File: src/hw/rtl/bfr_pkg.sv
`timescale 1ns / 1ps
// bfr_pkg: shared constants, codes and types of the byte stuffed frame receiver.
// No dependencies.
package bfr_pkg;

    localparam int BUFFER_DEPTH = 64;
    localparam int ADDR_W       = $clog2(BUFFER_DEPTH);
    localparam int CNT_W        = $clog2(BUFFER_DEPTH + 1);

    localparam logic [7:0] FLAG_BYTE = 8'h7E;
    localparam logic [7:0] ESC_BYTE  = 8'h7D;
    localparam logic [7:0] XOR_MASK  = 8'h20;

    localparam logic [1:0] MIN_RAW = 2'd3;
    localparam logic [1:0] RAW_SAT = 2'd3;

    localparam int          IDLE_W   = 17;
    localparam logic [16:0] IDLE_MAX = 17'h1FFFF;

    localparam int          TMO_W     = 16;
    localparam logic [15:0] TMO_RESET = 16'd1000;

    // APB map: one 32-bit register per word
    localparam int          PADDR_W     = 3;
    localparam int          PDATA_W     = 32;
    localparam logic [0:0]  REG_TIMEOUT = 1'b0;

    typedef enum logic [1:0] {
        STS_OK    = 2'd0,
        STS_SHORT = 2'd1,
        STS_ESC   = 2'd2,
        STS_OVF   = 2'd3
    } t_status;

    typedef enum logic [1:0] {
        S_IDLE,
        S_ERR,
        S_RD,
        S_WT
    } t_state;

    typedef struct packed {
        logic              en;
        logic [ADDR_W-1:0] addr;
        logic [7:0]        data;
    } t_store_wr;

    typedef struct packed {
        logic              en;
        logic [ADDR_W-1:0] addr;
    } t_store_rd;

endpackage

File: src/hw/rtl/bfr_if.sv
`timescale 1ns / 1ps
// Valid/ready channel interfaces: raw input items and payload result items.
// Depends on nothing.
interface bfr_in_if;
    logic       valid;
    logic       ready;
    logic       func;
    logic [7:0] rx_byte;

    modport source (output valid, output func, output rx_byte, input ready);
    modport sink   (input valid, input func, input rx_byte, output ready);
endinterface

interface bfr_out_if;
    logic       valid;
    logic       ready;
    logic [7:0] payload_byte;
    logic       last;
    logic [1:0] status;

    modport source (output valid, output payload_byte, output last, output status,
                    input ready);
    modport sink   (input valid, input payload_byte, input last, input status,
                    output ready);
endinterface

File: src/hw/rtl/bfr_store.sv
`timescale 1ns / 1ps
// bfr_store: payload byte memory, one write and one read port, registered read.
// Depends on bfr_pkg.
module bfr_store (
    input  logic                     i_clk,
    input  bfr_pkg::t_store_wr       i_wr,
    input  bfr_pkg::t_store_rd       i_rd,
    output logic [7:0]               o_rd_data
);

    logic [7:0] r_mem [bfr_pkg::BUFFER_DEPTH];
    logic [7:0] r_rd_data;

    always_ff @(posedge i_clk) begin
        if (i_wr.en) begin
            r_mem[i_wr.addr] <= i_wr.data;
        end
    end

    // read data holds until the next read
    always_ff @(posedge i_clk) begin
        if (i_rd.en) begin
            r_rd_data <= r_mem[i_rd.addr];
        end
    end

    assign o_rd_data = r_rd_data;

endmodule

File: src/hw/rtl/bfr_cfg.sv
`timescale 1ns / 1ps
// bfr_cfg: APB register block holding the frame timeout.
// Depends on bfr_pkg.
module bfr_cfg (
    input  logic                              i_clk,
    input  logic                              i_rst_n,
    input  logic                              psel,
    input  logic                              penable,
    input  logic                              pwrite,
    input  logic [bfr_pkg::PADDR_W-1:0]       paddr,
    input  logic [bfr_pkg::PDATA_W-1:0]       pwdata,
    output logic [bfr_pkg::PDATA_W-1:0]       prdata,
    output logic                              pready,
    output logic [bfr_pkg::TMO_W-1:0]         o_timeout
);

    logic [bfr_pkg::TMO_W-1:0] r_timeout;
    logic [bfr_pkg::TMO_W-1:0] n_timeout;
    logic                      w_sel_tmo;

    assign w_sel_tmo = (paddr[2] == bfr_pkg::REG_TIMEOUT);
    assign pready    = 1'b1;

    always_comb begin
        n_timeout = r_timeout;
        if (psel && penable && pwrite && w_sel_tmo) begin
            n_timeout = pwdata[bfr_pkg::TMO_W-1:0];
        end
    end

    always_ff @(posedge i_clk) begin
        if (!i_rst_n) begin
            r_timeout <= bfr_pkg::TMO_RESET;
        end else begin
            r_timeout <= n_timeout;
        end
    end

    assign prdata    = w_sel_tmo ?
                       {{(bfr_pkg::PDATA_W - bfr_pkg::TMO_W){1'b0}}, r_timeout} :
                       {bfr_pkg::PDATA_W{1'b0}};
    assign o_timeout = r_timeout;

endmodule

File: src/hw/rtl/byte_stuffed_frame_receiver.sv
`timescale 1ns / 1ps
// Top level: byte stuffed frame receiver (flag/escape unstuffing, frame drain).
// Depends on bfr_pkg, bfr_if, bfr_store, bfr_cfg.
//
//   port      | dir | handshake            | payload
//   ----------+-----+----------------------+-----------------------------------
//   i_in      | in  | valid / ready        | func, rx_byte
//   o_out     | out | valid / ready        | payload_byte, last, status
//   APB       | in  | psel, penable, pready| paddr, pwdata, prdata (timeout reg)
//
// Steps: a tick, a non-flag byte or a flag closing an empty frame is taken in
// S_IDLE alone. A flag closing a bad frame goes on to S_ERR to load the error
// item. A flag closing a good frame visits S_RD and then S_WT per payload byte
// (address the store, then load its registered read data); input ready is low
// meanwhile. Reset is synchronous, active low; the store needs no clearing pass.
// A stalled output stretches S_ERR and S_WT, and only those.
module byte_stuffed_frame_receiver (
    input  logic                              i_clk,
    input  logic                              i_rst_n,
    bfr_in_if.sink                            i_in,
    bfr_out_if.source                         o_out,
    input  logic                              psel,
    input  logic                              penable,
    input  logic                              pwrite,
    input  logic [bfr_pkg::PADDR_W-1:0]       paddr,
    input  logic [bfr_pkg::PDATA_W-1:0]       pwdata,
    output logic [bfr_pkg::PDATA_W-1:0]       prdata,
    output logic                              pready
);

    localparam int CW = bfr_pkg::CNT_W;
    localparam int AW = bfr_pkg::ADDR_W;

    // ---------------------------------------------------------------- config
    logic [bfr_pkg::TMO_W-1:0] w_timeout;

    bfr_cfg u_cfg (
        .i_clk     (i_clk),
        .i_rst_n   (i_rst_n),
        .psel      (psel),
        .penable   (penable),
        .pwrite    (pwrite),
        .paddr     (paddr),
        .pwdata    (pwdata),
        .prdata    (prdata),
        .pready    (pready),
        .o_timeout (w_timeout)
    );

    // ---------------------------------------------------------------- state
    bfr_pkg::t_state  r_state, n_state;

    // frame being collected
    logic [CW-1:0]                r_count, n_count;
    logic [1:0]                   r_raw, n_raw;
    logic                         r_esc, n_esc;
    logic                         r_ovf, n_ovf;
    logic [bfr_pkg::IDLE_W-1:0]   r_idle, n_idle;

    // closed frame being drained / reported
    logic [CW-1:0]                r_drain_len, n_drain_len;
    logic [CW-1:0]                r_rd_cnt, n_rd_cnt;
    bfr_pkg::t_status             r_err_sts, n_err_sts;

    // output register
    logic                         r_out_valid, n_out_valid;
    logic [7:0]                   r_out_byte, n_out_byte;
    logic                         r_out_last, n_out_last;
    logic [1:0]                   r_out_sts, n_out_sts;

    // ---------------------------------------------------------------- store
    bfr_pkg::t_store_wr w_wr;
    bfr_pkg::t_store_rd w_rd;
    logic [7:0]         w_rd_data;

    bfr_store u_store (
        .i_clk     (i_clk),
        .i_wr      (w_wr),
        .i_rd      (w_rd),
        .o_rd_data (w_rd_data)
    );

    // ---------------------------------------------------------------- decode
    logic             w_in_acc;
    logic             w_is_byte;
    logic             w_is_flag;
    logic             w_flag_err;
    logic             w_flag_drain;
    logic             w_out_free;
    logic [CW-1:0]    w_rd_next;
    logic             w_rd_last;
    bfr_pkg::t_status w_err_code;
    logic             w_out_load;
    logic [7:0]       w_out_byte;
    logic             w_out_last;
    logic [1:0]       w_out_sts;

    assign i_in.ready = (r_state == bfr_pkg::S_IDLE);
    assign w_in_acc   = i_in.valid && i_in.ready;
    assign w_is_byte  = w_in_acc && !i_in.func;
    assign w_is_flag  = w_is_byte && (i_in.rx_byte == bfr_pkg::FLAG_BYTE);
    assign w_out_free = !r_out_valid || o_out.ready;

    // flag verdict; short beats overflow beats dangling escape
    assign w_flag_err   = (r_raw != 2'd0) &&
                          ((r_raw < bfr_pkg::MIN_RAW) || r_ovf || r_esc);
    assign w_flag_drain = (r_raw >= bfr_pkg::MIN_RAW) && !r_ovf && !r_esc &&
                          (r_count != '0);

    always_comb begin
        if (r_raw < bfr_pkg::MIN_RAW) begin
            w_err_code = bfr_pkg::STS_SHORT;
        end else if (r_ovf) begin
            w_err_code = bfr_pkg::STS_OVF;
        end else begin
            w_err_code = bfr_pkg::STS_ESC;
        end
    end

    assign w_rd_next = r_rd_cnt + CW'(1);
    assign w_rd_last = (w_rd_next == r_drain_len);

    // ---------------------------------------------------------------- FSM next
    always_comb begin
        n_state = r_state;
        case (r_state)
            bfr_pkg::S_IDLE: begin
                if (w_is_flag && w_flag_err) begin
                    n_state = bfr_pkg::S_ERR;
                end else if (w_is_flag && w_flag_drain) begin
                    n_state = bfr_pkg::S_RD;
                end
            end
            bfr_pkg::S_ERR: begin
                if (w_out_free) begin
                    n_state = bfr_pkg::S_IDLE;
                end
            end
            bfr_pkg::S_RD: begin
                n_state = bfr_pkg::S_WT;
            end
            bfr_pkg::S_WT: begin
                if (w_out_free) begin
                    n_state = w_rd_last ? bfr_pkg::S_IDLE : bfr_pkg::S_RD;
                end
            end
            default: begin
                n_state = bfr_pkg::S_IDLE;
            end
        endcase
    end

    // ---------------------------------------------------------------- FSM outputs
    always_comb begin
        w_rd.en    = 1'b0;
        w_rd.addr  = r_rd_cnt[AW-1:0];
        w_out_load = 1'b0;
        w_out_byte = 8'h00;
        w_out_last = 1'b1;
        w_out_sts  = bfr_pkg::STS_OK;
        case (r_state)
            bfr_pkg::S_ERR: begin
                w_out_load = w_out_free;
                w_out_sts  = r_err_sts;
            end
            bfr_pkg::S_RD: begin
                w_rd.en = 1'b1;
            end
            bfr_pkg::S_WT: begin
                w_out_load = w_out_free;
                w_out_byte = w_rd_data;
                w_out_last = w_rd_last;
            end
            default: begin
                w_out_load = 1'b0;
            end
        endcase
    end

    // ---------------------------------------------------------------- datapath
    always_comb begin
        n_count     = r_count;
        n_raw       = r_raw;
        n_esc       = r_esc;
        n_ovf       = r_ovf;
        n_idle      = r_idle;
        n_drain_len = r_drain_len;
        n_rd_cnt    = r_rd_cnt;
        n_err_sts   = r_err_sts;
        w_wr.en     = 1'b0;
        w_wr.addr   = r_count[AW-1:0];
        w_wr.data   = i_in.rx_byte;

        if (w_in_acc && i_in.func) begin
            // millisecond tick, saturating
            if (r_idle < bfr_pkg::IDLE_MAX) begin
                n_idle = r_idle + bfr_pkg::IDLE_W'(1);
            end
        end else if (w_is_flag) begin
            // close the frame: latch what the drain or error report needs
            n_idle      = '0;
            n_drain_len = r_count;
            n_rd_cnt    = '0;
            n_err_sts   = w_err_code;
            n_count     = '0;
            n_raw       = 2'd0;
            n_esc       = 1'b0;
            n_ovf       = 1'b0;
        end else if (w_is_byte) begin
            if (r_idle > bfr_pkg::IDLE_W'(w_timeout)) begin
                // stale partial frame; idle count keeps running until a flag
                n_count = '0;
                n_raw   = 2'd0;
                n_esc   = 1'b0;
                n_ovf   = 1'b0;
            end else begin
                if (r_raw < bfr_pkg::RAW_SAT) begin
                    n_raw = r_raw + 2'd1;
                end
                if (i_in.rx_byte == bfr_pkg::ESC_BYTE) begin
                    n_esc = 1'b1;
                end else begin
                    n_esc     = 1'b0;
                    w_wr.data = r_esc ? (i_in.rx_byte ^ bfr_pkg::XOR_MASK) : i_in.rx_byte;
                    if (r_count < CW'(bfr_pkg::BUFFER_DEPTH)) begin
                        w_wr.en = 1'b1;
                        n_count = r_count + CW'(1);
                    end else begin
                        n_ovf = 1'b1;
                    end
                end
            end
        end

        // drain address steps when a read byte moves to the output register
        if ((r_state == bfr_pkg::S_WT) && w_out_free) begin
            n_rd_cnt = w_rd_next;
        end
    end

    // output register: loads when free, else drops once taken
    always_comb begin
        n_out_valid = r_out_valid;
        n_out_byte  = r_out_byte;
        n_out_last  = r_out_last;
        n_out_sts   = r_out_sts;
        if (w_out_load) begin
            n_out_valid = 1'b1;
            n_out_byte  = w_out_byte;
            n_out_last  = w_out_last;
            n_out_sts   = w_out_sts;
        end else if (o_out.ready) begin
            n_out_valid = 1'b0;
        end
    end

    // ---------------------------------------------------------------- registers
    always_ff @(posedge i_clk) begin
        if (!i_rst_n) begin
            r_state     <= bfr_pkg::S_IDLE;
            r_count     <= '0;
            r_raw       <= 2'd0;
            r_esc       <= 1'b0;
            r_ovf       <= 1'b0;
            r_idle      <= '0;
            r_drain_len <= '0;
            r_rd_cnt    <= '0;
            r_out_valid <= 1'b0;
        end else begin
            r_state     <= n_state;
            r_count     <= n_count;
            r_raw       <= n_raw;
            r_esc       <= n_esc;
            r_ovf       <= n_ovf;
            r_idle      <= n_idle;
            r_drain_len <= n_drain_len;
            r_rd_cnt    <= n_rd_cnt;
            r_out_valid <= n_out_valid;
        end
    end

    always_ff @(posedge i_clk) begin
        r_err_sts  <= n_err_sts;
        r_out_byte <= n_out_byte;
        r_out_last <= n_out_last;
        r_out_sts  <= n_out_sts;
    end

    assign o_out.valid        = r_out_valid;
    assign o_out.payload_byte = r_out_byte;
    assign o_out.last         = r_out_last;
    assign o_out.status       = r_out_sts;

endmodule

File: src/flat_wrapper.sv
// flat-port wrapper written by rule: the top's interface ports become plain ports
module byte_stuffed_frame_receiver_flat 
  (i_clk, i_rst_n, psel, penable, pwrite, paddr, pwdata, prdata, pready, i_in_valid, i_in_func, i_in_rx_byte, i_in_ready, o_out_valid, o_out_payload_byte, o_out_last, o_out_status, o_out_ready);
  bfr_in_if i_in_i ();
  bfr_out_if o_out_i ();
  input  logic i_clk;
  input  logic i_rst_n;
  input  logic psel;
  input  logic penable;
  input  logic pwrite;
  input  logic [bfr_pkg::PADDR_W-1:0] paddr;
  input  logic [bfr_pkg::PDATA_W-1:0] pwdata;
  output logic [bfr_pkg::PDATA_W-1:0] prdata;
  output logic pready;
  input wire logic [$bits(i_in_i.valid)-1:0] i_in_valid;
  input wire logic [$bits(i_in_i.func)-1:0] i_in_func;
  input wire logic [$bits(i_in_i.rx_byte)-1:0] i_in_rx_byte;
  output wire logic [$bits(i_in_i.ready)-1:0] i_in_ready;
  output wire logic [$bits(o_out_i.valid)-1:0] o_out_valid;
  output wire logic [$bits(o_out_i.payload_byte)-1:0] o_out_payload_byte;
  output wire logic [$bits(o_out_i.last)-1:0] o_out_last;
  output wire logic [$bits(o_out_i.status)-1:0] o_out_status;
  input wire logic [$bits(o_out_i.ready)-1:0] o_out_ready;
  assign i_in_i.valid = i_in_valid;
  assign i_in_i.func = i_in_func;
  assign i_in_i.rx_byte = i_in_rx_byte;
  assign i_in_ready = i_in_i.ready;
  assign o_out_valid = o_out_i.valid;
  assign o_out_payload_byte = o_out_i.payload_byte;
  assign o_out_last = o_out_i.last;
  assign o_out_status = o_out_i.status;
  assign o_out_i.ready = o_out_ready;
  byte_stuffed_frame_receiver u_core (.i_clk(i_clk), .i_rst_n(i_rst_n), .i_in(i_in_i), .o_out(o_out_i), .psel(psel), .penable(penable), .pwrite(pwrite), .paddr(paddr), .pwdata(pwdata), .prdata(prdata), .pready(pready));
endmodule
File: config.mk
export PLATFORM = sky130hd
export DESIGN_NAME = byte_stuffed_frame_receiver_flat
export DESIGN_NICKNAME = d
export VERILOG_FILES = /design/src/hw/rtl/bfr_pkg.sv /design/src/hw/rtl/bfr_if.sv /design/src/hw/rtl/bfr_store.sv /design/src/hw/rtl/bfr_cfg.sv /design/src/hw/rtl/byte_stuffed_frame_receiver.sv /design/src/flat_wrapper.sv
export SDC_FILE = /design/constraint.sdc
export NUM_CORES = 1
export LEC_CHECK = 0
export BUFFER_PORTS_ARGS = -buffer_cell sky130_fd_sc_hd__buf_2
export CELL_PAD_IN_SITES_DETAIL_PLACEMENT = 0
export CELL_PAD_IN_SITES_GLOBAL_PLACEMENT = 2
export CORE_ASPECT_RATIO = 1.75
export CORE_MARGIN = 4
export CORE_UTILIZATION = 43
export CTS_CLUSTER_SIZE = 40
export DETAILED_ROUTE_END_ITERATION = 6
export PLACE_DENSITY_LB_ADDON = 0.1
export SYNTH_ARGS = -nofsm -noshare
export SYNTH_HDL_FRONTEND = slang
export SYNTH_SLANG_ARGS = --single-unit
File: constraint.sdc
create_clock -name i_clk -period 2.8 [get_ports i_clk]
set_input_delay 0.28 -clock i_clk [delete_from_list [all_inputs] [get_ports i_clk]]
set_output_delay 0.28 -clock i_clk [all_outputs]
set_load 0.02 [all_outputs]
# ---- After elaboration in Yosys (flattened, before gate mapping)
# Memories as Yosys holds them, arrays and structs flattened. A register that Yosys moved wholly into a read port is not among the register bits.
# Cells that the tools add are included.
dict set report classes {
  n_addsub 4
  n_lt_le_gt_ge 5
  n_eq_ne 13
  mux 50
  bitwise_logic 3
  reduce_logical 39
}
# op count
set op_table {}
lappend op_table {{two-way mux 7 bit} 8}
lappend op_table {{two-way mux 17 bit} 3}
lappend op_table {{two-way mux 6 bit} 6}
lappend op_table {{two-way mux 1 bit} 22}
lappend op_table {{two-way mux 2 bit} 9}
lappend op_table {{adder 17 x 1 -> 17 bit (second input constant)} 1}
lappend op_table {{greater-than comparator 17 x 16 -> 1 bit} 1}
lappend op_table {{less-than comparator 17 bit (second input constant)} 1}
lappend op_table {{== test 8 x 7 -> 1 bit (second input constant)} 2}
lappend op_table {{two-way mux 16 bit} 1}
lappend op_table {{adder 7 x 1 -> 7 bit (second input constant)} 2}
lappend op_table {{logical AND 1 bit} 14}
lappend op_table {{nonzero test 2 bit} 5}
lappend op_table {{one-hot mux 2 bit (4 select lines)} 1}
lappend op_table {{AND reduction 2 bit} 4}
lappend op_table {{AND reduction 4 bit} 2}
lappend op_table {{== test 7 bit} 1}
lappend op_table {{less-than comparator 7 bit (second input constant)} 1}
lappend op_table {{nonzero test 7 bit} 1}
lappend op_table {{inequality test 3 x 1 -> 1 bit (second input constant)} 2}
lappend op_table {{AND reduction 3 bit} 2}
lappend op_table {{nonzero test 3 bit} 2}
lappend op_table {{== test 2 bit (second input constant)} 2}
lappend op_table {{zero test 1 bit} 4}
lappend op_table {{11 further kinds} 17}
dict set report totals {
  regBits 74
  ramBits 512
  output_inout_bits 46
  wordCells 129
  mem_count 1
}
# name words width rd rd_ports_with_merged_regs wr line_no
set memory_table {}
lappend memory_table {u_core.u_store.r_mem 64 8 1 1 1 bfr_store.sv:11} ;# logic [7:0] r_mem [bfr_pkg::BUFFER_DEPTH];

# ---- Depth between registers and ports, before layout
# Gate-level depths: netlist (run 1).
dict set report depth {
  word_depth 9
  ltp_mapped 9
  depth_no_buf 8
}

# ---- Hierarchy
# Synthesis (run 1) repeated with hierarchy kept, for this count alone.
dict set report unflattened {
  cells_unflattened 1413
  area_unflattened_um2 24407.2
}
# mod n_inst cells_each area_each_um2
set modules_own_cells {}
lappend modules_own_cells {bfr_store 1 940 20246.9}
lappend modules_own_cells {byte_stuffed_frame_receiver 1 367 3223.1}
lappend modules_own_cells {bfr_cfg 1 106 937.1}

# ---- Least setup slack after synthesis (run 1)
# OpenSTA, ideal clock, no wires.
dict set report synth_timing {
  path_kind {register to register}
  start {register u_core.r_state[1]}
  end {memory u_core.u_store.r_mem[37][0] (enable)}
  setup_time_ns 0.370
  t_arrival_ns 2.426
  t_required_ns 2.430
  slack_ns 0.003
  path_stages_with_launch 8
  path_buffers 2
  synth_period_minus_slack_ns 2.797
  path_cell_list {dfxtp_1 > clkbuf_1 > nor2_1 > nand3b_1 > a211oi_1 > buf_2 > o2111ai_1 > nor2_1}
}
dict set report synth_between {
  elab_chain_cells 8
  elab_cells_between_ends 10
}
# item line_no
set synth_lines {}
lappend synth_lines {{start: declaration} byte_stuffed_frame_receiver.sv:51} ;# bfr_pkg::t_state r_state, n_state;
lappend synth_lines {{start signal: assignment} byte_stuffed_frame_receiver.sv:260} ;# r_state <= bfr_pkg::S_IDLE;
lappend synth_lines {{start signal: assignment} byte_stuffed_frame_receiver.sv:270} ;# r_state <= n_state;
lappend synth_lines {{zero test 2 bit *} byte_stuffed_frame_receiver.sv:98} ;# assign i_in.ready = (r_state == bfr_pkg::S_IDLE);
lappend synth_lines {{named net i_in_ready} flat_wrapper.sv:18} ;# output wire logic [$bits(i_in_i.ready)-1:0] i_in_ready;
lappend synth_lines {{logical AND 1 bit *} byte_stuffed_frame_receiver.sv:99} ;# assign w_in_acc = i_in.valid && i_in.ready;
lappend synth_lines {{logical AND 1 bit} byte_stuffed_frame_receiver.sv:100} ;# assign w_is_byte = w_in_acc && !i_in.func;
lappend synth_lines {{two-way mux 1 bit or logical AND 1 bit (tied branches)} {byte_stuffed_frame_receiver.sv:209, byte_stuffed_frame_receiver.sv:101}}
lappend synth_lines {{two-way mux 1 bit} byte_stuffed_frame_receiver.sv:199} ;# end else if (w_is_flag) begin
lappend synth_lines {{two-way mux 1 bit *} byte_stuffed_frame_receiver.sv:194} ;# if (w_in_acc && i_in.func) begin
lappend synth_lines {{two-way mux 1 bit *} bfr_store.sv:15} ;# if (i_wr.en) begin
lappend synth_lines {{two-way mux 1 bit (not written as such) *} bfr_store.sv:16} ;# r_mem[i_wr.addr] <= i_wr.data;
lappend synth_lines {{end: declaration} bfr_store.sv:11}
# Mark *: on every way through the listed nets, which the timed path passes. The rest lies on a longest branch.

==> results of run 1 <==
[routing by layer]
layer	vias to the layer above	track usage [%]	wire length (um)	share of wire [%]
met5	-	0	0	0
met4	0	7.70	2480	3.9
met3	92	2.24	2260	3.6
met2	320	40.4	35300	56
met1	6836	24.3	23100	37
li1	5872	-	-	-
[worst paths after layout]
check	to	cells after the start	from
max	u_core.u_store.r_mem[27][5]	11	u_core.r_idle[15]
min	u_core.u_store.r_mem[5][4]	1	i_in_rx_byte[4]
max reg2reg	u_core.u_store.r_mem[27][5]	11	u_core.r_idle[15]
min reg2reg	u_core.u_cfg.o_timeout[2]	2	u_core.u_cfg.o_timeout[2]
[final cells by class]
type                            count  share of cell area [%]
Tap cell                          696                    2.93
Clock buffer                       64                    4.79
Clock inverter                     35                    1.25
Inverter                           32                   0.405
Sequential cell                   594                    58.1
Multi-Input combinational cell    641                    23.4
Timing Repair Buffer              278                    9.07
[worst max-delay path, delay by kind of cell (launching register included)]
| family | cells | cell delay [ns] |
|---|---|---|
| buf+inv | 4 | 0.56 |
| compound gates | 3 | 0.68 |
| simple gates | 3 | 0.70 |
| flops | 1 | 0.38 |
| fa+ha+maj | 1 | 0.30 |
[logic make-up after synthesis]
kind of cell	synth area share, %
other	0.0311
AOI/OAI and AO/OA	3.43
buffers and inverters	2.36
xor gates and xnor gates	0.689
and+or+nand+nor	5.90
DFF	71.3
muxes	15.1
adders and majority gates	1.14
[power by group through the flow]
stage	combinational [mW]	sequential, mW	clock [mW]
after global placement	0.404	9.86	0
after CTS	0.489	9.67	7.69
after floorplan	0.162	9.86	0
final	0.495	9.67	7.52
after global routing	0.534	9.66	8.03
after detailed placement	0.415	9.86	0
[layout by cell type (no fill, tap or decap), types with 7 or more instances in the layout]
master,netlist,routed
clkbuf_1,46,8
nor2_4,0,37
o211ai_1,11,11
mux4_2,161,161
ha_1,22,13
nand3_1,21,21
nand4_1,15,15
ha_4,0,9
xnor2_1,9,9
nor2b_1,9,8
dfxtp_1,61,50
nor2_2,0,17
a22oi_1,14,14
inv_2,0,11
edfxtp_1,533,533
nor2_1,120,66
buf_12,0,22
buf_8,0,11
clkinvlp_4,0,7
o21ai_0,17,17
dlygate4sd3_1,0,16
xor2_1,10,10
clkinv_2,0,13
nor3b_1,9,9
buf_2,15,61
or3_1,9,8
dfxtp_2,0,9
nand2_1,71,71
buf_4,20,103
inv_1,32,21
clkbuf_16,0,56
nor3_1,7,7
and3_1,13,13
buf_6,2,58
conb_1,2,17
a21oi_1,36,35
[stage by stage]
stage	hold slack (ns)	total power, mW
final	0.0591	17.7
after global routing	0.0375	18.2
after CTS	0.0274	17.8
after detailed placement	0.451	10.3
after global placement	0.444	10.3
after floorplan	0.379	10.0
[registers in the layout, summed over array words and instances (netlist names)]
signal                     flops
u_core.r_drain_len             7
u_core.r_err_sts               2
u_core.r_rd_cnt                7
u_core.r_idle                 17
u_core.r_count                 7
u_core.r_raw                   2
u_core.r_state                 2
u_core.o_out.last              1
u_core.o_out.status            2
u_core.r_ovf                   1
u_core.u_store.r_mem         512
u_core.o_out.valid             1
u_core.u_store.o_rd_data       8
u_core.u_cfg.o_timeout        16
u_core.r_esc                   1
u_core.o_out.payload_byte      8
[what timing repair did]
| item | 4_1_cts | 5_1_grt |
|---|---|---|
| endpoints found under the setup margin | 329 | 577 |
| gates resized for setup | 110 | 110 |
| pin swaps | 13 | 18 |
| cloned | 7 | 1 |
| buffers inserted | 16 | 3 |
| hold endpoints to repair | 16 | 0 |
| hold buffers | 16 | 0 |
==> impl_metrics.json, run 1 <==
{
  "die_y_um": 321,
  "multiInputGateArea_um2": 6950,
  "critPathSlowestCell": "or3_4",
  "synth.most_common_cell": "edfxtp_1",
  "synthFlopType": "edfxtp_1",
  "clockPowerShare_pct": 42.5,
  "dpl_cell_area_um2": 26500,
  "setup_viol": 110,
  "dp_hpwl_um": 43200,
  "hold_violations": 0,
  "regArea_um2": 17200,
  "cp.arrival_ns": 3.21,
  "n_antenna_cell": 0,
  "fin_crit_ns": 2.87,
  "cts_sinks": 594,
  "synth.area.top_cells": "edfxtp_1 66%, mux4_2 15%, dfxtp_1 5.1%",
  "clock_latency_ns": 0.60,
  "crit_fanout": 6,
  "syn_inst": 1343,
  "outcome": "finished with violations",
  "ys_ff_latch": 594,
  "grtUsageTotal_pct": 21.1,
  "skew_ns": 0.0253,
  "leakage_nw": 9.61,
  "startpoint_type": "flop",
  "dp_slack_ns": -0.115,
  "ys_warn_count": 0,
  "cp_cell_sequence": "ha_4, nand4b_1, or3_4, nor2b_4, o22a_1, buf_12, buf_8, o211ai_1, a21bo_4, buf_12, buf_12",
  "relSlewSlack_pct": 23.3,
  "required_ns": 3.14,
  "yosys-top-cells-count": "533 x edfxtp_1, 161 x mux4_2, 120 x nor2_1",
  "grt_max_degree": 65,
  "grt_pass1_vias": 13900,
  "cts_max_level": 2,
  "drt-initial-drc-count": 910,
  "antenna_left": 0,
  "swShare_pct": 20.8,
  "min_period_over_period_pct": 103,
  "dp.cells": 2199,
  "die_area_um2": 60200,
  "max_stage_delay_ns": 0.42,
  "utilization_pct": 53.5,
  "num_vias": 13100,
  "layout-drive-gt1-share_pct": 37.7,
  "power_frac_comb_pct": 2.8,
  "cp-end-kind": "flop",
  "routed_wirelength_um": 63100,
  "drv_cap": 0,
  "rows": 114,
  "clockRootBuffer": "clkbuf_16",
  "fillers": 4408,
  "tns_ns": -4.00,
  "route.detailed.drc": 0,
  "areaGrowthSynthToFinish_pct": 22.9,
  "power.internal_mw": 14.0,
  "numCtsBuffers": 53,
  "violations": "setup timing",
  "fmax_mhz": 348,
  "io_buffers": 61,
  "fin_cells": 2340,
  "power.switching_mw": 3.67,
  "grt_pass1_wl_um": 93600,
  "grt_overflow": 0,
  "vdd_ir_drop_max_mv": 0.415,
  "synth_edf_count": 533,
  "synthArstFlopShare_pct": 0,
  "cp_common_cell": "buf_12",
  "setup_ws_ns": -0.0707,
  "syn_area_um2": 24100,
  "final_area_um2": 29700,
  "rsz0062_at_grt": "yes",
  "seq_area_frac_synth_pct": 71.3,
  "clockBufferDepth": 3,
  "wl_per_cell_um": 27.0,
  "clkTransAtPathRegs_ns": 0.07,
  "gp_congestion": 0.805,
  "cts_tree": "built",
  "r2r_slack_ns": -0.07,
  "first_pass_iters": 5,
  "die_x_um": 187,
  "slew_viol_final": 0,
  "power_density_nw_per_um2": 596,
  "start_util_pct": 43.5,
  "yosys.area.top_type": "edfxtp_1",
  "coreArea_um2": 55500,
  "antenna_found_initial": 1,
  "ys_types": 61,
  "hold_path_class": "input pin to flop",
  "vias_per_cell": 5.61,
  "nets": 1673,
  "worst_slew_pin_slew_ns": 1.15,
  "io_pins": 97,
  "crit_type": "flop to flop",
  "syn_area_per_cell_um2": 18.0,
  "synth_top_area_share_pct": 66.3,
  "seqPwrFrac_pct": 54.7
}
Power figures use the tool's default switching activity.
==> run 2: changes to the inputs <==
CORE_MARGIN = 2   (was 4)
CORE_UTILIZATION = 42   (was 43)
SYNTH_HIERARCHICAL = 1   (was default)
==> run 2 against run 1 <==
Against the previous run: the run still ends with setup timing left; die area is essentially flat; core utilization shrank 1.1 points; synthesized cell count grew 5.2%; non-clock buffer count grew 15; sequential share of layout area shrank 0.71 points; via count grew 2.7%; final cell count grew 7.0%; hold slack lost 0.018 ns; clock skew grew 0.016 ns; largest cell class unchanged.
==> impl_metrics.json, run 2 <==
{
  "rows": 116,
  "synth_edf_count": 533,
  "ys_types": 61,
  "drt-initial-drc-count": 776,
  "vdd_ir_drop_max_mv": 0.470,
  "slew_viol_final": 0,
  "max_stage_delay_ns": 0.34,
  "syn_inst": 1413,
  "cp.arrival_ns": 3.11,
  "routed_wirelength_um": 66600,
  "antenna_left": 0,
  "setup_viol": 74,
  "route.detailed.drc": 0,
  "vias_per_cell": 5.38,
  "tns_ns": -1.50,
  "dp_hpwl_um": 47100,
  "layout_commonest_cell": "edfxtp_1",
  "cts_sinks": 594,
  "coreArea_um2": 57300,
  "yosys.area.top_type": "edfxtp_1",
  "seq_area_frac_synth_pct": 70.6,
  "syn_area_per_cell_um2": 17.3,
  "required_ns": 3.07,
  "synthFlopType": "edfxtp_1",
  "grt_max_degree": 65,
  "clockPowerShare_pct": 41.7,
  "synth.most_common_cell": "edfxtp_1",
  "grt_pass1_wl_um": 96500,
  "first_pass_iters": 4,
  "io_pins": 97,
  "min_period_over_period_pct": 102,
  "clockBufferDepth": 3,
  "synth_top_area_share_pct": 65.6,
  "seqPwrFrac_pct": 55.5,
  "hold_path_class": "input pin to flop",
  "clock_latency_ns": 0.62,
  "relSlewSlack_pct": 44.5,
  "synthArstFlopShare_pct": 0,
  "drv_cap": 0,
  "antenna_found_initial": 0,
  "top_register": "u_core/u_store/r_mem",
  "r2r_slack_ns": -0.04,
  "swShare_pct": 20.6,
  "cts_max_level": 2,
  "ys_warn_count": 6,
  "worst_slew_pin_slew_ns": 0.832,
  "cp_cell_sequence": "inv_2, ha_4, a211oi_2, a211oi_2, a2111oi_2, o211ai_1, a21oi_2, nand2_4, inv_6, nand3_2, buf_4, nor2_4",
  "syn_area_um2": 24400,
  "layout-drive-gt1-share_pct": 34.9,
  "start_util_pct": 42.6,
  "startpoint_type": "flop",
  "nets": 1764,
  "die_y_um": 323,
  "rsz0062_at_grt": "yes",
  "leakage_nw": 9.64,
  "die_area_um2": 60100,
  "outcome": "finished with violations",
  "hold_violations": 0,
  "gp_congestion": 0.841,
  "power_density_nw_per_um2": 580,
  "yosys-top-cells-count": "533 x edfxtp_1, 126 x mux4_2, 111 x nor2_1",
  "fin_crit_ns": 2.84,
  "clockRootBuffer": "clkbuf_16",
  "cp_common_cell": "a211oi_2",
  "wl_per_cell_um": 26.6,
  "cp-end-kind": "flop",
  "violations": "setup timing",
  "areaGrowthSynthToFinish_pct": 23.1,
  "skew_ns": 0.0412,
  "numCtsBuffers": 54,
  "die_x_um": 186,
  "grt_pass1_vias": 14300,
  "io_buffers": 61,
  "critPathSlowestCell": "dfxtp_2",
  "grtUsageTotal_pct": 22.8,
  "cts_tree": "built",
  "dp_slack_ns": -0.638,
  "layout.cells.most_common_list": "533 x edfxtp_1, 148 x buf_4, 126 x mux4_2, 77 x nand2_1, 61 x buf_2",
  "clkTransAtPathRegs_ns": 0.07,
  "grt_overflow": 0,
  "num_vias": 13500,
  "ys_ff_latch": 594,
  "crit_type": "flop to flop",
  "largest_reg_flops": 512,
  "power_frac_comb_pct": 2.8,
  "setup_ws_ns": -0.0431,
  "power.switching_mw": 3.60,
  "power.internal_mw": 13.8,
  "synth.area.top_cells": "edfxtp_1 66%, mux4_2 12%, dfxtp_1 5.0%",
  "crit_fanout": 8,
  "fmax_mhz": 352
}
[run 2: changes by cell type after synthesis, moves of 10 or more]
cell	change
a21boi_0	+12
a21oi_1	-23
a22oi_1	-11
buf_4	+10
clkbuf_1	-15
mux2_2	+12
mux2i_1	+38
mux4_2	-35
nand2_1	+11
nand3_1	+13
nor2b_1	+33
xor2_1	+10
[run 2: cell type report]
| cell class | instances | area [um^2] |
|---|---|---|
| Sequential cell | 594 | 17200 |
| Timing Repair Buffer | 293 | 2760 |
| Clock buffer | 76 | 1500 |
| Tap cell | 767 | 960 |
| Antenna cell | 1 | 2.50 |
| Inverter | 25 | 98.8 |
| Clock inverter | 25 | 229 |
| Multi-Input combinational cell | 723 | 7250 |
| Fill cell | 4679 | 27300 |
[run 2: worst paths after layout]
| path | depth (start not counted) | start | end |
|---|---|---|---|
| worst max-delay path | 12 | u_core/u_cfg/o_timeout[7] | u_core/u_store/r_mem[21][2] |
| worst min-delay path | 3 | pwdata[8] | u_core/u_cfg/o_timeout[8] |
| worst max register to register | 12 | u_core/u_cfg/o_timeout[7] | u_core/u_store/r_mem[21][2] |
| worst min register to register | 2 | u_core/u_cfg/o_timeout[11] | u_core/u_cfg/o_timeout[11] |
[run 2: worst max-delay path: cells and delay by family, from the launching register on]
kind	cells	cell delay (ns)
AO/OA/AOI/OAI	5	0.93
adder cells (fa/ha/maj)	1	0.21
buffers and inverters	3	0.41
flip-flops	1	0.34
AND/OR/NAND/NOR	3	0.62
[run 2: kinds of logic after synthesis]
logic type	after synthesis	share of synthesized area, %
multiplexers	178	13.8
buffers and inverters	111	2.61
other	2	0.0308
AND/OR/NAND/NOR	370	7.56
flip-flops	594	70.6
adder cells (fa/ha/maj)	22	1.13
XOR/XNOR	25	0.897
AO/OA/AOI/OAI	111	3.37
[run 2: metrics by stage]
| step | util (%) | hold slack (ns) | instances | cell area, um^2 | power, mW |
|---|---|---|---|---|---|
| after floorplan | - | 0.379 | 1428 | 24800 | 10.0 |
| after global placement | 47.6 | 0.457 | 2351 | 27300 | 10.3 |
| after detailed placement | 47.6 | 0.459 | 2351 | 27300 | 10.3 |
| after CTS | 52.2 | 0.0303 | 2495 | 29900 | 17.6 |
| after global routing | 52.4 | 0.0511 | 2503 | 30000 | 18.0 |
| final | 52.4 | 0.0415 | 2504 | 30000 | 17.4 |
[run 2: layer usage]
metal  part of all wire (%)  track usage [%]  vias up  wire (um)
met3                    3.1             2.21      114       2050
met4                    4.7             10.0        0       3120
met5                      0                0        -          0
met2                     57             44.5      301      38000
li1                       -                -     6088          -
met1                     35             24.5     6967      23500
[run 2: timing repair]
action	CTS	global route
pin swaps	44	26
hold buffers	15	0
endpoints found under the setup margin	575	548
endpoints found under the hold margin	15	0
buffers inserted	29	8
resized for setup	72	23
[run 2: power groups by stage]
stage / registers [mW] / clock network, mW / logic [mW]
floorplan: 9.86 / 0 / 0.176
global placement: 9.86 / 0 / 0.455
detailed placement: 9.86 / 0 / 0.461
CTS: 9.67 / 7.46 / 0.494
global route: 9.67 / 7.76 / 0.523
finish: 9.67 / 7.26 / 0.485
==> run 3: changes to the inputs <==
HOLD_SLACK_MARGIN = 0.15   (was default)
==> run 3 against run 2 <==
Against the previous run: the flow still finishes with violations (setup timing); flip-flop and latch count stayed put; design area up 0.17%; count of clock-buffer cells in the layout stayed put; non-clock buffer count rose by 5; combinational power grew 1%; critical path type unchanged; largest cell class unchanged; highest routed layer unchanged.
==> impl_metrics.json, run 3 (synthesized netlist as in run 2, its figures left out) <==
{
  "clkTransAtPathRegs_ns": 0.07,
  "gp_congestion": 0.841,
  "power.switching_mw": 3.60,
  "rows": 116,
  "timing.critical_path.from": "u_core/u_cfg/o_timeout[7]",
  "setup_ws_ns": -0.0386,
  "io_buffers": 61,
  "swShare_pct": 20.6,
  "cp-end-kind": "flop",
  "final_area_um2": 30100,
  "layout.cells.most_common_list": "533 x edfxtp_1, 148 x buf_4, 126 x mux4_2, 77 x nand2_1, 61 x buf_2",
  "r2r_slack_ns": -0.04,
  "crit_fanout": 8,
  "layout_commonest_cell": "edfxtp_1",
  "reg2reg_depth": 14,
  "io_pins": 97,
  "antenna_left": 0,
  "hold_violations": 0,
  "coreArea_um2": 57300,
  "power_density_nw_per_um2": 579,
  "clockPowerShare_pct": 41.7,
  "leakage_nw": 9.67,
  "required_ns": 3.07,
  "grtUsageTotal_pct": 22.9,
  "nets": 1769,
  "cp.arrival_ns": 3.11,
  "relSlewSlack_pct": 44.8,
  "cts_sinks": 594,
  "hold_path_class": "input pin to flop",
  "max_stage_delay_ns": 0.34,
  "rsz0062_at_grt": "yes",
  "r2r-start": "u_core/u_cfg/o_timeout[7]",
  "skew_ns": 0.0397,
  "cts_tree": "built",
  "vdd_ir_drop_max_mv": 0.471,
  "top_register": "u_core/u_store/r_mem",
  "dpl_cell_area_um2": 27300,
  "largest_reg_flops": 512,
  "seqPwrFrac_pct": 55.5,
  "worst_slew_pin_slew_ns": 0.828,
  "antenna_found_initial": 0,
  "layout-drive-gt1-share_pct": 34.8,
  "violations": "setup timing",
  "wl_per_cell_um": 26.6,
  "fin_crit_ns": 2.84,
  "fillers": 4680,
  "route.detailed.drc": 0,
  "dp_hpwl_um": 47100,
  "die_x_um": 186,
  "clockBufferDepth": 3,
  "cp_common_cell": "a211oi_2",
  "drv_cap": 0,
  "numCtsBuffers": 54,
  "cts_max_level": 2,
  "outcome": "finished with violations",
  "power_frac_comb_pct": 2.8,
  "setup_viol": 76,
  "power.internal_mw": 13.8,
  "min_period_over_period_pct": 101,
  "areaGrowthSynthToFinish_pct": 23.3,
  "num_vias": 13500,
  "multiInputGateArea_um2": 7250,
  "r2r_end": "u_core/u_store/r_mem[30][4]",
  "clock_latency_ns": 0.62,
  "start_util_pct": 42.6,
  "grt_pass1_vias": 14300,
  "startpoint_type": "flop",
  "grt_pass1_wl_um": 96700,
  "grt_max_degree": 65,
  "slew_viol_final": 0,
  "fmax_mhz": 352,
  "cp_cell_sequence": "inv_2, ha_4, a211oi_2, a211oi_2, a2111oi_2, o211ai_1, a21oi_2, nand2_4, inv_6, nor2b_4, buf_6, nand3_4, buf_12, nor2_4",
  "routed_wirelength_um": 66800,
  "drt-initial-drc-count": 784,
  "grt_overflow": 0,
  "die_y_um": 323,
  "vias_per_cell": 5.38,
  "crit_type": "flop to flop",
  "die_area_um2": 60100,
  "regArea_um2": 17200,
  "endpoint": "u_core/u_store/r_mem[30][4]",
  "clockRootBuffer": "clkbuf_16",
  "first_pass_iters": 5,
  "critPathSlowestCell": "dfxtp_2",
  "total_power_mw": 17.4
}
run 3: power by group through the flow:
stage / Combinational (mW) / Sequential [mW] / Clock, mW
detailed placement: 0.461 / 9.86 / 0
finish: 0.492 / 9.67 / 7.26
global placement: 0.455 / 9.86 / 0
floorplan: 0.176 / 9.86 / 0
global route: 0.530 / 9.67 / 7.76
CTS: 0.500 / 9.67 / 7.46
run 3: layer usage:
layer / track usage (%) / routed length [um]
met2: 44.6 / 38200
met5: 0 / 0
met3: 2.21 / 2020
met1: 24.5 / 23500
met4: 10.0 / 3090
run 3: how the worst min path moves through the flow:
stage / slack (ns) / startpoint / cells after the start / to
global route: 0.20 / i_in_valid / 5 / u_core/r_raw[1]
detailed placement: 0.46 / u_core/u_cfg/o_timeout[10] / 2 / u_core/u_cfg/o_timeout[10]
CTS: 0.15 / i_in_valid / 5 / u_core/r_raw[1]
floorplan: 0.38 / i_in_rx_byte[0] / 0 / u_core/u_store/r_mem[0][0]
global placement: 0.46 / u_core/u_cfg/o_timeout[10] / 2 / u_core/u_cfg/o_timeout[10]
finish: 0.16 / i_in_valid / 5 / u_core/r_raw[1]
run 3: layout make-up:
| cell class | count | share of cell area [%] |
|---|---|---|
| multi-input combinational | 723 | 24.1 |
| antenna | 1 | 0.00832 |
| tap | 767 | 3.19 |
| timing repair buffer | 298 | 9.33 |
| sequential | 594 | 57.3 |
| inverter | 25 | 0.328 |
| clock buffer | 76 | 4.97 |
| clock inverter | 25 | 0.761 |
run 3: what timing repair did:
action / in CTS / in global routing
endpoints found under the hold margin: 25 / 0
hold buffers: 20 / 0
resized for setup: 72 / 23
buffers inserted: 29 / 8
pin swaps: 44 / 26
endpoints found under the setup margin: 575 / 548
run 3: critical path, delay by kind of cell (launching register included):
family | cells | cell delay, ns
DFF | 1 | 0.34
adders and majority gates | 1 | 0.21
and+or+nand+nor | 4 | 0.57
AOI/OAI and AO/OA | 5 | 0.93
buffers and inverters | 4 | 0.44
run 3: metrics by stage:
stage	hold slack (ns)	cells	utilization [%]	setup WS, ns	setup TNS, ns
3_5_place_dp	0.459	2351	47.6	-0.638	-172.32
3_3_place_gp	0.457	2351	47.6	-0.647	-197.41
5_1_grt	0.197	2508	52.5	-0.198	-40.60
6_report	0.164	2509	52.5	-0.0386	-1.45
2_1_floorplan	0.379	1428	-	-0.105	-16.47
4_1_cts	0.150	2500	52.2	-0.167	-28.15
